===== src/design/rwicp_pkg.sv =====
package rwicp_pkg;

   localparam int DEF_NUM_CLASSES = 8;
   localparam int DEF_ADDR_BITS   = 20;
   localparam int DEF_TIME_BITS   = 40;

   localparam int CNT_W  = 18;
   localparam int EW_W   = 25;
   localparam int SEG_W  = 18;
   localparam int ESEG_W = 8;
   localparam int CSR_W  = 1;

   localparam logic [CSR_W-1:0]  CSR_SEGMENT = 1'd0;
   localparam logic [CSR_W-1:0]  CSR_EPOCH   = 1'd1;
   localparam logic [SEG_W-1:0]  SEG_RESET   = 18'd131072;
   localparam logic [ESEG_W-1:0] EPOCH_RESET = 8'd128;
   localparam logic [EW_W-1:0]   EW_MAX      = {EW_W{1'b1}};

   typedef struct packed {
      logic load;
      logic clear;
      logic mem_rd;
      logic calc;
      logic scan;
      logic add;
      logic div;
      logic commit;
      logic epoch;
      logic split_start;
      logic split_scan;
      logic split_fin;
      logic merge;
      logic out;
   } ctl_cmd_type;

   typedef struct packed {
      logic gc;
      logic seal;
      logic epoch_due;
      logic split_go;
      logic rsp_free;
   } dp_sts_type;

endpackage


===== src/design/rwicp_ctrl.sv =====
module rwicp_ctrl import rwicp_pkg::*; #(
   parameter int NUM_CLASSES = DEF_NUM_CLASSES,
   parameter int ADDR_BITS   = DEF_ADDR_BITS,
   parameter int TIME_BITS   = DEF_TIME_BITS,
   localparam int CLS_BITS   = $clog2(NUM_CLASSES)
) (
   input  logic                 clock,
   input  logic                 reset,
   input  logic                 req_tvalid,
   output logic                 req_tready,
   input  dp_sts_type           sts,
   output ctl_cmd_type          cmd,
   output logic [CLS_BITS-1:0]  idx,
   output logic [ADDR_BITS-1:0] clr_addr
);

   localparam int DIVW   = TIME_BITS + 34;
   localparam int DCNT_W = $clog2(DIVW);

   localparam logic [3:0] S_CLEAR      = 4'd0;
   localparam logic [3:0] S_IDLE       = 4'd1;
   localparam logic [3:0] S_READ       = 4'd2;
   localparam logic [3:0] S_CALC       = 4'd3;
   localparam logic [3:0] S_SCAN       = 4'd4;
   localparam logic [3:0] S_ADD        = 4'd5;
   localparam logic [3:0] S_DIV        = 4'd6;
   localparam logic [3:0] S_COMMIT     = 4'd7;
   localparam logic [3:0] S_DECIDE     = 4'd8;
   localparam logic [3:0] S_EPOCH      = 4'd9;
   localparam logic [3:0] S_SPLIT_CHK  = 4'd10;
   localparam logic [3:0] S_SPLIT_SCAN = 4'd11;
   localparam logic [3:0] S_SPLIT_FIN  = 4'd12;
   localparam logic [3:0] S_MERGE      = 4'd13;
   localparam logic [3:0] S_OUT        = 4'd14;

   localparam logic [CLS_BITS-1:0] LAST_CLS = CLS_BITS'(NUM_CLASSES - 1);
   localparam logic [DCNT_W-1:0]   LAST_DIV = DCNT_W'(DIVW - 1);

   logic [3:0]           state_ff, state_in;
   logic [CLS_BITS-1:0]  idx_ff, idx_in;
   logic [DCNT_W-1:0]    dcnt_ff, dcnt_in;
   logic [ADDR_BITS-1:0] clr_ff, clr_in;

   always_comb begin
      state_in   = state_ff;
      idx_in     = idx_ff;
      dcnt_in    = dcnt_ff;
      clr_in     = clr_ff;
      cmd        = '0;
      req_tready = 1'b0;
      unique case (state_ff)
         S_CLEAR: begin
            cmd.clear = 1'b1;
            clr_in    = clr_ff + 1'b1;
            if (&clr_ff) begin
               state_in = S_IDLE;
            end
         end
         S_IDLE: begin
            req_tready = 1'b1;
            if (req_tvalid) begin
               cmd.load = 1'b1;
               state_in = S_READ;
            end
         end
         S_READ: begin
            cmd.mem_rd = 1'b1;
            state_in   = S_CALC;
         end
         S_CALC: begin
            cmd.calc = 1'b1;
            idx_in   = CLS_BITS'(1);
            state_in = sts.gc ? S_OUT : S_SCAN;
         end
         S_SCAN: begin
            cmd.scan = 1'b1;
            idx_in   = idx_ff + 1'b1;
            if (idx_ff == LAST_CLS) begin
               state_in = S_ADD;
            end
         end
         S_ADD: begin
            cmd.add  = 1'b1;
            dcnt_in  = '0;
            state_in = S_DIV;
         end
         S_DIV: begin
            cmd.div = 1'b1;
            dcnt_in = dcnt_ff + 1'b1;
            if (dcnt_ff == LAST_DIV) begin
               state_in = S_COMMIT;
            end
         end
         S_COMMIT: begin
            cmd.commit = 1'b1;
            state_in   = S_DECIDE;
         end
         S_DECIDE: begin
            if (!sts.seal) begin
               state_in = S_OUT;
            end else if (sts.epoch_due) begin
               state_in = S_EPOCH;
            end else begin
               state_in = S_MERGE;
            end
         end
         S_EPOCH: begin
            cmd.epoch = 1'b1;
            state_in  = S_SPLIT_CHK;
         end
         S_SPLIT_CHK: begin
            cmd.split_start = 1'b1;
            idx_in          = CLS_BITS'(1);
            state_in        = sts.split_go ? S_SPLIT_SCAN : S_MERGE;
         end
         S_SPLIT_SCAN: begin
            cmd.split_scan = 1'b1;
            idx_in         = idx_ff + 1'b1;
            if (idx_ff == LAST_CLS) begin
               state_in = S_SPLIT_FIN;
            end
         end
         S_SPLIT_FIN: begin
            cmd.split_fin = 1'b1;
            state_in      = S_MERGE;
         end
         S_MERGE: begin
            cmd.merge = 1'b1;
            state_in  = S_OUT;
         end
         S_OUT: begin
            if (sts.rsp_free) begin
               cmd.out  = 1'b1;
               state_in = S_IDLE;
            end
         end
         default: state_in = S_IDLE;
      endcase
   end

   always_ff @(posedge clock) begin
      if (reset) begin
         state_ff <= S_CLEAR;
         clr_ff   <= '0;
         idx_ff   <= '0;
         dcnt_ff  <= '0;
      end else begin
         state_ff <= state_in;
         clr_ff   <= clr_in;
         idx_ff   <= idx_in;
         dcnt_ff  <= dcnt_in;
      end
   end

   assign idx      = idx_ff;
   assign clr_addr = clr_ff;

endmodule


===== config.mk =====
export PLATFORM = sky130hd
export DESIGN_NAME = rwicp_ctrl
export DESIGN_NICKNAME = d
export VERILOG_FILES = /design/src/design/rwicp_pkg.sv /design/src/design/rwicp_ctrl.sv
export SDC_FILE = /design/constraint.sdc
export NUM_CORES = 1
export LEC_CHECK = 0
export BUFFER_PORTS_ARGS = -buffer_cell sky130_fd_sc_hd__buf_2
export CAP_MARGIN = 10
export CORE_MARGIN = 2
export CORE_UTILIZATION = 53
export CTS_CLUSTER_DIAMETER = 60
export DETAILED_ROUTE_END_ITERATION = 12
export GPL_TIMING_DRIVEN = 1
export HOLD_SLACK_MARGIN = 0.1
export PLACE_DENSITY = 0.81
export SLEW_MARGIN = 20
export SYNTH_ARGS = -nofsm -noshare
export SYNTH_HDL_FRONTEND = slang
export SYNTH_SLANG_ARGS = --single-unit

===== constraint.sdc =====
create_clock -name clock -period 2.8 [get_ports clock]
set_clock_uncertainty 0.2 [all_clocks]
set_input_delay 0.56 -clock clock [delete_from_list [all_inputs] [get_ports clock]]
set_output_delay 0.56 -clock clock [all_outputs]
set_load 0.01 [all_outputs]

==> results of run 1 <==
## final cells by class
cell class,instances,share of cell area
clock buffer,6,0.0231
inverter,10,0.0169
clock inverter,2,0.00562
tap,46,0.0259
sequential,34,0.307
multi-input combinational,182,0.503
timing repair buffer,50,0.118
## worst max path at each step
stage               cells after the start                startpoint                  endpoint
global placement                        6  state_ff[2]$_SDFFE_PP0P_  state_ff[0]$_SDFFE_PP0P_
global route                            6  state_ff[0]$_SDFFE_PP0P_                   cmd[13]
finish                                  6  state_ff[0]$_SDFFE_PP0P_                   cmd[13]
CTS                                     3  state_ff[3]$_SDFFE_PP0P_                   cmd[12]
floorplan                               7       idx[0]$_SDFFE_PP0P_  state_ff[0]$_SDFFE_PP0P_
detailed placement                      5  state_ff[1]$_SDFFE_PP0P_  state_ff[0]$_SDFFE_PP0P_
## worst max-delay path, stage by stage (launching register included)
cell and delay (ns):
dfxtp_1 0.53, buf_4 0.23, nand2b_1 0.09, buf_4 0.17
nor3_1 0.18, and2_1 0.15, buf_2 0.12
## sequential cells by signal, indices dropped and copies added (netlist names)
register,flops
clr_addr,20
dcnt_ff,7
state_ff,4
idx,3
## layer usage
| metal | GRT usage | vias up | routed length, µm |
|---|---|---|---|
| li1 | - | 934 | - |
| met1 | 0.300 | 839 | 1970 |
| met2 | 0.336 | 61 | 1890 |
| met3 | 0.0511 | 2 | 265 |
| met4 | 0.0718 | 0 | 23 |
| met5 | 0 | - | 0 |
## power by group through the flow
stage / combinational, mW / clock [mW] / sequential [mW]
6_report: 0.401 / 0.293 / 0.581
5_1_grt: 0.447 / 0.332 / 0.590
4_1_cts: 0.392 / 0.304 / 0.576
3_5_place_dp: 0.389 / 0 / 0.587
3_3_place_gp: 0.379 / 0 / 0.584
2_1_floorplan: 0.329 / 0 / 0.556
## timing repair
item                                    in CTS  in global routing
hold endpoints to repair                     0                  0
resized for setup                            0                  3
endpoints found under the setup margin       0                  2
## cell usage in the layout, fill, tap and decap left out, types with 2 or more instances in the layout
master / n
buf_2: 45
inv_1: 10
dfxtp_1: 32
clkbuf_4: 5
a31oi_1: 2
xnor2_1: 3
nand2b_1: 3
nand4_1: 8
a22o_1: 4
nor2_1: 43
nand2_1: 14
nand3_1: 9
nand3b_1: 5
a21oi_1: 16
ha_1: 5
and3_1: 5
xor2_1: 15
and4_1: 2
dfxtp_2: 2
nor3_1: 10
a222oi_1: 2
mux2_2: 2
o21ai_0: 13
buf_4: 5
## through the flow
| stage | instance area (µm²) | worst slack (ns) | hold slack [ns] |
|---|---|---|---|
| 3_3_place_gp | 2150 | 0.460 | 0.281 |
| 5_1_grt | 2220 | 0.100 | 0.336 |
| 4_1_cts | 2220 | 0.0865 | 0.303 |
| 3_5_place_dp | 2150 | 0.379 | 0.289 |
| 6_report | 2220 | 0.249 | 0.297 |
| 2_1_floorplan | 1920 | 0.636 | 0.274 |
## kinds of logic (layout without fill, tap and decap cells)
group                    count (synthesis)  in the layout  synth area share
AO/OA/AOI/OAI                           44             44             0.144
XOR/XNOR                                18             18            0.0823
adder cells (fa/ha/maj)                  5              5            0.0327
buffers and inverters                   27             68            0.0621
flip-flops                              34             34             0.355
multiplexers                             2              2            0.0118
AND/OR/NAND/NOR                        113            113             0.312
==> summary.md, run 1 <==
| Metric | Value |
|---|---|
| Status | complete, no violations |
| Worst setup SP type | register |
| Switching Share | 0.376 |
| Worst setup EP type | primary output |
| Required time worst endpoint | 2.04 ns |
| Fin cells | 330 |
| Period utilization | 0.911 |
| Pre-antenna DRT Iters | 4 |
| Slew Limit Fails | 0 |
| Via count | 1836 |
| Clock Path Buffers | 2 |
| CTS Buf Count | 5 |
| Core box area | 3420 µm² |
| Number of global-route vias before repair | 1592 |
| First-pass GRT wire length | 7310 µm |
| Post-synth EDFFs | 0 |
| Power share of the combinational group | 0.315 |
| Hold Path Sink | clr_addr[1]$_SDFFE_PP0P_ |
| Die area | 4110 µm² |
| Setup Fix Bufs, Post-CTS | 0 |
| Power per cell area | 573 nW/µm² |
| Post-route DRC | 0 |
| Clock insertion delay at the later pin of the skew report | 0.34 ns |
| Post-Syn Nets | 256 |
| Antenna violation net count after detailed routing | 0 |
| Setup TNS | 0 ns |
| Grt ovf | 0 |
| Post-synth top area share | 0.355 |
| Final wirelength | 4150 µm |
| Worst slew pin tran | 0.629 ns |
| Internal power | 0.796 mW |
| Sequential power share | 0.456 |
| Detail Placement HPWL | 2870 µm |
| Most frequent cell after synthesis | nor2_1 |
| Worst-path clk slew | 0.10 ns |
| RSZ-0062 raised after global routing | no |
| Slew HR | 0.581 |
| Die width | 64.1 µm |
| Placed Cells | 322 |
| Initial antenna violation count | 0 |
| Area leader, netlist | dfxtp_1 |
| CTS Root Cell | clkbuf_4 |
| Ports | 46 |
| Register bit total from synthesis | 34 |
| Synth warn | 0 |
| Hold depth | 2 |
| Fill cells | 315 |
| Fmax | 0.392 GHz |
| Async set-reset flop share out of synthesis | 0 |
| Fin crit period | 2.55 ns |
| Area Overhead vs Synth | 16.1% |
| Leak | 0.982 nW |
| CTS H-Tree Depth | 2 |
| FP Rows | 21 |
| Synth top cells by count | nor2_1 (43), dfxtp_1 (34), a21oi_1 (16) |
| Worst R2R End | state_ff[0]$_SDFFE_PP0P_ |
| Mapped Cells | 243 |
| Clock sink count | 34 |
| Final Hold Viols | 0 |
| CTS tree | done |
| Arr. time, crit path | 1.79 ns |
| Clock group share of total power | 0.230 |
| Initial Util | 0.561 |
| Via density per instance | 5.56 |
| Sequential area share after synthesis | 0.355 |
| Crit Path Max Fanout | 11 |
| Ys flop type | dfxtp_1 |
| Area of the multi-input gates | 1120 µm² |
| Avg Cell Area, Syn | 7.88 µm² |
| Total track usage | 0.218 |
| HP Class | register to register |
| Reg area | 683 µm² |
| Util after Layout | 0.651 |
| Worst R2R Start | state_ff[3]$_SDFFE_PP0P_ |
| Post-layout nets | 296 |
| Post-cts hold buffer count | 0 |
| Synth area leaders | dfxtp_1 (36%), nor2_1 (8.4%), xor2_1 (6.9%) |
| Max_cap viols | 0 |
| CP Class | register to primary output |
| Min-delay src | clr_addr[1]$_SDFFE_PP0P_ |
| Setup-failing EPs final | 0 |
| P_sw | 0.479 mW |
| Cell variety after synth | 45 |
| Worst vdd ir | 0.000402 V |
| Final Wtd Congestion | 0.879 |
| Layout cells sized above 1 | 0.236 |
| Reg2reg setup slack | 0.36 ns |
| Port Buffer Count | 45 |
| Antenna Cells | 0 |
| DR iter-0 viols | 146 |
| Reg2Reg Depth | 5 |
| Pin count of the biggest net entering global routing | 36 |
| Design Power | 1.27 mW |
| Die Ht | 64.1 µm |
| WL/cell | 12.6 µm |
| Synthesized area | 1920 µm² |
Note: power is estimated with default switching activity, not from simulation.
==> run 2: changes to the inputs <==
CAP_MARGIN = 20   (was 10)
PLACE_DENSITY = unset   (was 0.81)
PLACE_DENSITY_LB_ADDON = 0.3   (was unset)
==> run 2 against run 1 <==
Effect of this change:
- die area is the same
- sequential share of layout area grew 0.24 points
- highest routed layer unchanged
- worst setup slack lost 0.16 ns
- maximum frequency shrank 5.8%
- design area shrank 1.1%
- flip-flop and latch count is the same
- global-route usage shrank 0.95 points
- core utilization shrank 0.73 points
- cell count shrank 0.30%
- clock power shrank 16%
- critical path depth shrank 3
- combinational power shrank 4%
==> summary.md, run 2 (synthesis gave the netlist of run 1 again) <==
| Metric | Value |
|---|---|
| CP Class | register to primary output |
| Worst slew pin tran | 0.608 ns (-0.0212 ns) |
| Initial Util | 0.561 (unchanged) |
| Layout cells sized above 1 | 0.216 (-0.0204) |
| Clock insertion delay at the later pin of the skew report | 0.33 ns (about the same) |
| Fin crit period | 2.71 ns (+0.158 ns) |
| Setup TNS | 0 ns (unchanged) |
| Delay-heaviest family, CP | simple AND/OR/NAND/NOR gates |
| WL/cell | 12.1 µm (-3.8%) |
| Worst setup EP type | primary output |
| Setup-failing EPs final | 0 (unchanged) |
| Period utilization | 0.968 (+0.0565) |
| Leak | 0.972 nW (-1.1%) |
| CTS Root Cell | clkbuf_4 |
| Grt ovf | 0 (unchanged) |
| Status | complete, no violations |
| Ports | 46 (unchanged) |
| CTS H-Tree Depth | 2 (unchanged) |
| Initial antenna violation count | 0 (unchanged) |
| Fin cells | 329 (-0.30%) |
| Core box area | 3420 µm² (unchanged) |
| Critical path's slowest cell | or4_1 |
| HP Class | register to register |
| Final Hold Viols | 0 (unchanged) |
| Worst setup SP type | register |
| Slowest stage delay, CP | 0.77 ns (+0.24 ns) |
| Port Buffer Count | 45 (unchanged) |
| Die Ht | 64.1 µm (unchanged) |
| CTS Buf Count | 5 (unchanged) |
| Slew Limit Fails | 0 (unchanged) |
| First-pass GRT wire length | 6890 µm (-5.9%) |
| Setup Fix Bufs, Post-CTS | 0 (unchanged) |
| Via count | 1816 (-1.1%) |
| Crit Path Max Fanout | 14 (+3) |
| Detail Placement HPWL | 2770 µm (-3.5%) |
| Power per cell area | 549 nW/µm² (-4.1%) |
| Via density per instance | 5.52 (-0.79%) |
| Max_cap viols | 0 (unchanged) |
| Post-layout nets | 296 (unchanged) |
| DR iter-0 viols | 169 (+16%) |
| Max FFs per register | 20 (unchanged) |
| Most frequent cells in the layout | buf_2 (45), nor2_1 (43), dfxtp_1 (34), a21oi_1 (16), xor2_1 (15) |
| Required time worst endpoint | 2.04 ns (about the same) |
| Arr. time, crit path | 1.95 ns (+0.16 ns) |
| Slew HR | 0.595 (+0.0141) |
| Design Power | 1.21 mW (-5.2%) |
| Number of global-route vias before repair | 1547 (-2.8%) |
| Commonest non-fill, non-tap cell in the layout | buf_2 |
| Post-cts hold buffer count | 0 (unchanged) |
| Final wirelength | 3980 µm (-4.0%) |
| Final Wtd Congestion | 0.887 (+0.89%) |
| Placed Cells | 322 (unchanged) |
| Fmax | 0.369 GHz (-5.8%) |
| Clock sink count | 34 (unchanged) |
| Fill cells | 318 (+0.95%) |
| Total track usage | 0.208 (-0.00951) |
| Critical path buffers and inverters | 2 (-1) |
| Critical Path, Cell by Cell | or4_1, inv_1, buf_2 |
| Die area | 4110 µm² (unchanged) |
| Area Overhead vs Synth | 14.8% |
| Antenna Cells | 0 (unchanged) |
| Antenna violation net count after detailed routing | 0 (unchanged) |
| Pin count of the biggest net entering global routing | 36 (unchanged) |
| Clock Path Buffers | 2 (unchanged) |
| Reg2reg setup slack | 0.40 ns (+0.04 ns) |
| CTS tree | done |
| Worst-path clk slew | 0.10 ns (about the same) |
| Post-route DRC | 0 (unchanged) |
| Die width | 64.1 µm (unchanged) |
| Post-CTS sizing | 0 (unchanged) |
| Worst vdd ir | 0.000348 V (-13%) |
| RSZ-0062 raised after global routing | no |
| FP Rows | 21 (unchanged) |
| Pre-antenna DRT Iters | 4 (unchanged) |
==> run 2: cell type report <==
type / count / area, µm² / area share
clock buffers: 7 / 45.0 / 0.0205
repair buffers: 50 / 263 / 0.119
inverters: 10 / 37.5 / 0.0171
well taps: 46 / 57.6 / 0.0262
flip-flops and latches: 34 / 681 / 0.309
multi-input cells: 182 / 1120 / 0.507
==> run 2: path summary, 6_finish.rpt <==
check	start	to	cells past startpoint
max	state_ff[2]$_SDFFE_PP0P_	cmd[12]	3
min reg2reg	clr_addr[1]$_SDFFE_PP0P_	clr_addr[1]$_SDFFE_PP0P_	2
max reg2reg	state_ff[1]$_SDFFE_PP0P_	state_ff[0]$_SDFFE_PP0P_	5
min	clr_addr[1]$_SDFFE_PP0P_	clr_addr[1]$_SDFFE_PP0P_	2
==> run 2: worst min-delay path: cells and delay by family (launching register included) <==
kind / cells / cell delay (ns)
flops: 1 / 0.34
simple gates: 1 / 0.06
compound gates: 1 / 0.05
==> run 2: per-stage QoR <==
stage | hold slack (ns) | util | cell area (µm²) | worst slack [ns]
global route | 0.347 | 0.644 | 2200 | 0.00197
floorplan | 0.274 | - | 1920 | 0.636
CTS | 0.308 | 0.644 | 2200 | 0.0879
detailed placement | 0.295 | 0.631 | 2150 | 0.445
global placement | 0.287 | 0.631 | 2150 | 0.472
finish | 0.303 | 0.644 | 2200 | 0.0909
==> run 2: routing by layer <==
layer | global-route usage | vias to the layer above | wire (µm) | share of wire
met4 | 0.0798 | 0 | 45 | 0.011
met2 | 0.329 | 55 | 1790 | 0.45
met5 | 0 | - | 0 | 0
met3 | 0.0475 | 4 | 219 | 0.055
met1 | 0.276 | 823 | 1930 | 0.48
li1 | - | 934 | - | -
==> run 2: power by group <==
part | internal, mW | total, mW | switching (mW)
logic | 0.152 | 0.385 | 0.233
registers | 0.514 | 0.578 | 0.0639
clock network | 0.0947 | 0.246 | 0.151
==> run 3: changes to the inputs <==
CORE_UTILIZATION = 55   (was 53)
clock period = 3.3 ns   (was 2.8 ns; I/O delays follow)
==> run 3 against run 2 <==
Effect of this change:
- sequential power shrank 15%
- wire length grew 3.6%
- cell count shrank 0.61%
- global-route usage grew 1.5 points
- count of clock-buffer cells in the layout shrank 2
- design area grew 1.8%
- flip-flop and latch count is the same
- sequential share of layout area shrank 0.54 points
- die area shrank 3.4%
- combinational power shrank 18%
- register-to-register slack gained 0.33 ns
==> summary.md, run 3 (synthesis gave the netlist of run 1 again) <==
| Metric | Value |
|---|---|
| CTS Buf Count | 5 (unchanged) |
| Max FFs per register | 20 (unchanged) |
| Port Buffer Count | 45 (unchanged) |
| CP Class | register to primary output |
| Final Hold Viols | 0 (unchanged) |
| Fin crit period | 2.90 ns |
| Grt ovf | 0 (unchanged) |
| Slew Limit Fails | 0 (unchanged) |
| First-pass GRT wire length | 7220 µm (+4.9%) |
| Fmax | 0.344 GHz |
| Post-layout nets | 293 (-1.0%) |
| Worst setup SP type | register |
| Period utilization | 0.880 |
| Critical Path, Cell by Cell | or4_1, inv_1, buf_2 |
| Slew HR | 0.582 (-0.0127) |
| Detail Placement HPWL | 2850 µm (+2.9%) |
| WL/cell | 12.6 µm (+4.2%) |
| Worst-path clk slew | 0.11 ns (about the same) |
| Crit Path Max Fanout | 20 (+6) |
| Initial Util | 0.574 (+0.0132) |
| Final Wtd Congestion | 0.854 (-3.7%) |
| Max_cap viols | 0 (unchanged) |
| Via density per instance | 5.53 (+0.17%) |
| Setup Fix Bufs, Post-CTS | 0 (unchanged) |
| CTS tree | done |
| Delay-heaviest family, CP | simple AND/OR/NAND/NOR gates |
| Die Ht | 63.0 µm (-1.7%) |
| HP Class | register to register |
| FP Rows | 21 (unchanged) |
| Util after Layout | 0.671 (+0.0268) |
| CTS H-Tree Depth | 2 (unchanged) |
| Number of global-route vias before repair | 1635 (+5.7%) |
| Hold depth | 2 (unchanged) |
| Worst R2R Start | state_ff[0]$_SDFFE_PP0P_ |
| Worst vdd ir | 0.000321 V (-7.7%) |
| Min-delay src | clr_addr[1]$_SDFFE_PP0P_ |
| Placed Cells | 319 (-0.93%) |
| Antenna Cells | 0 (unchanged) |
| Pin count of the biggest net entering global routing | 36 (unchanged) |
| Worst slew pin tran | 0.627 ns (+0.0191 ns) |
| Layout cells sized above 1 | 0.217 (+0.00153) |
| Clock Path Buffers | 2 (unchanged) |
| Area Overhead vs Synth | 16.9% |
| Pre-antenna DRT Iters | 5 (+1) |
| Clock sink count | 34 (unchanged) |
| Power per cell area | 536 nW/µm² (-2.4%) |
| Via count | 1808 (-0.44%) |
| Final wirelength | 4130 µm (+3.6%) |
| CTS Root Cell | clkbuf_4 |
| Die width | 63.0 µm (-1.7%) |
| Antenna violation net count after detailed routing | 0 (unchanged) |
| Required time worst endpoint | 2.44 ns (+0.40 ns) |
| Slowest stage delay, CP | 0.79 ns (+0.02 ns) |
| Status | complete, no violations |
| Leak | 0.988 nW (+1.7%) |
| DR iter-0 viols | 165 (-2.4%) |
| Post-CTS sizing | 0 (unchanged) |
| Setup TNS | 0 ns (unchanged) |
| Die area | 3970 µm² (-3.4%) |
| Post-route DRC | 0 (unchanged) |
| Worst setup EP type | primary output |
| Reg2Reg Depth | 5 (unchanged) |
| Fill cells | 304 (-4.4%) |
| Critical path's slowest cell | or4_1 |
| Hold Path Sink | clr_addr[1]$_SDFFE_PP0P_ |
| Arr. time, crit path | 2.04 ns (+0.09 ns) |
| Clock insertion delay at the later pin of the skew report | 0.35 ns (+0.02 ns) |
| Setup-failing EPs final | 0 (unchanged) |
| Total track usage | 0.224 (+0.0155) |
| Worst R2R End | state_ff[0]$_SDFFE_PP0P_ |
| Most frequent cells in the layout | buf_2 (45), nor2_1 (43), dfxtp_1 (34), a21oi_1 (16), xor2_1 (15) |
| Critical path buffers and inverters | 2 (unchanged) |
| Commonest non-fill, non-tap cell in the layout | buf_2 |
| Initial antenna violation count | 0 (unchanged) |
| Reg2reg setup slack | 0.73 ns (+0.33 ns) |
| Ports | 46 (unchanged) |
| Fin cells | 327 (-0.61%) |
| Post-cts hold buffer count | 0 (unchanged) |
| Core box area | 3340 µm² (-2.3%) |
| RSZ-0062 raised after global routing | no |
## run 3: changes by cell type in the layout (fill, tap and decap cells not counted)
cell       before  now
buf_4           5    2
clkinv_4        0    1
clkbuf_1        2    0
bufinv_16       0    2
## run 3: final cells by class
type	count	area, µm²	area share
clock buffers	5	37.5	0.0168
inverters	10	37.5	0.0168
repair buffers	47	240	0.107
well taps	46	57.6	0.0257
clock inverters	3	68.8	0.0307
flip-flops and latches	34	681	0.304
multi-input cells	182	1120	0.499
## run 3: how the worst max path moves through the flow
stage / start / to / slack, ns / depth (start not counted)
6_report: state_ff[2]$_SDFFE_PP0P_ / cmd[12] / 0.40 / 3
5_1_grt: state_ff[2]$_SDFFE_PP0P_ / cmd[12] / 0.29 / 3
4_1_cts: state_ff[2]$_SDFFE_PP0P_ / cmd[12] / 0.38 / 3
3_5_place_dp: state_ff[0]$_SDFFE_PP0P_ / state_ff[0]$_SDFFE_PP0P_ / 0.77 / 5
3_3_place_gp: state_ff[2]$_SDFFE_PP0P_ / cmd[12] / 0.82 / 3
2_1_floorplan: idx[0]$_SDFFE_PP0P_ / state_ff[0]$_SDFFE_PP0P_ / 1.14 / 7
## run 3: tightest hold or removal path: cells and delay by family, from the launching register on
family | cells | cell delay, ns
AOI/OAI and AO/OA | 1 | 0.06
DFF | 1 | 0.36
and+or+nand+nor | 1 | 0.07
## run 3: report_power, final
part	switching [mW]	internal [mW]
Clock	0.152	0.237
Sequential	0.0583	0.436
Combinational	0.195	0.122
## run 3: per-stage QoR
| step | cell area [µm²] | hold WS [ns] | total power [mW] | setup WS (ns) |
|---|---|---|---|---|
| floorplan | 1920 | 0.274 | 0.751 | 1.14 |
| global placement | 2130 | 0.290 | 0.809 | 0.823 |
| detailed placement | 2130 | 0.306 | 0.817 | 0.768 |
| CTS | 2240 | 0.325 | 1.21 | 0.385 |
| global route | 2240 | 0.345 | 1.28 | 0.285 |
| finish | 2240 | 0.324 | 1.20 | 0.395 |
## run 3: routing by layer
metal | routed length (µm) | up-vias | share of wire | track usage
li1 | - | 926 | - | -
met1 | 1930 | 815 | 0.47 | 0.292
met2 | 1870 | 63 | 0.45 | 0.355
met3 | 289 | 4 | 0.070 | 0.0505
met4 | 36 | 0 | 0.0087 | 0.0917
met5 | 0 | - | 0 | 0
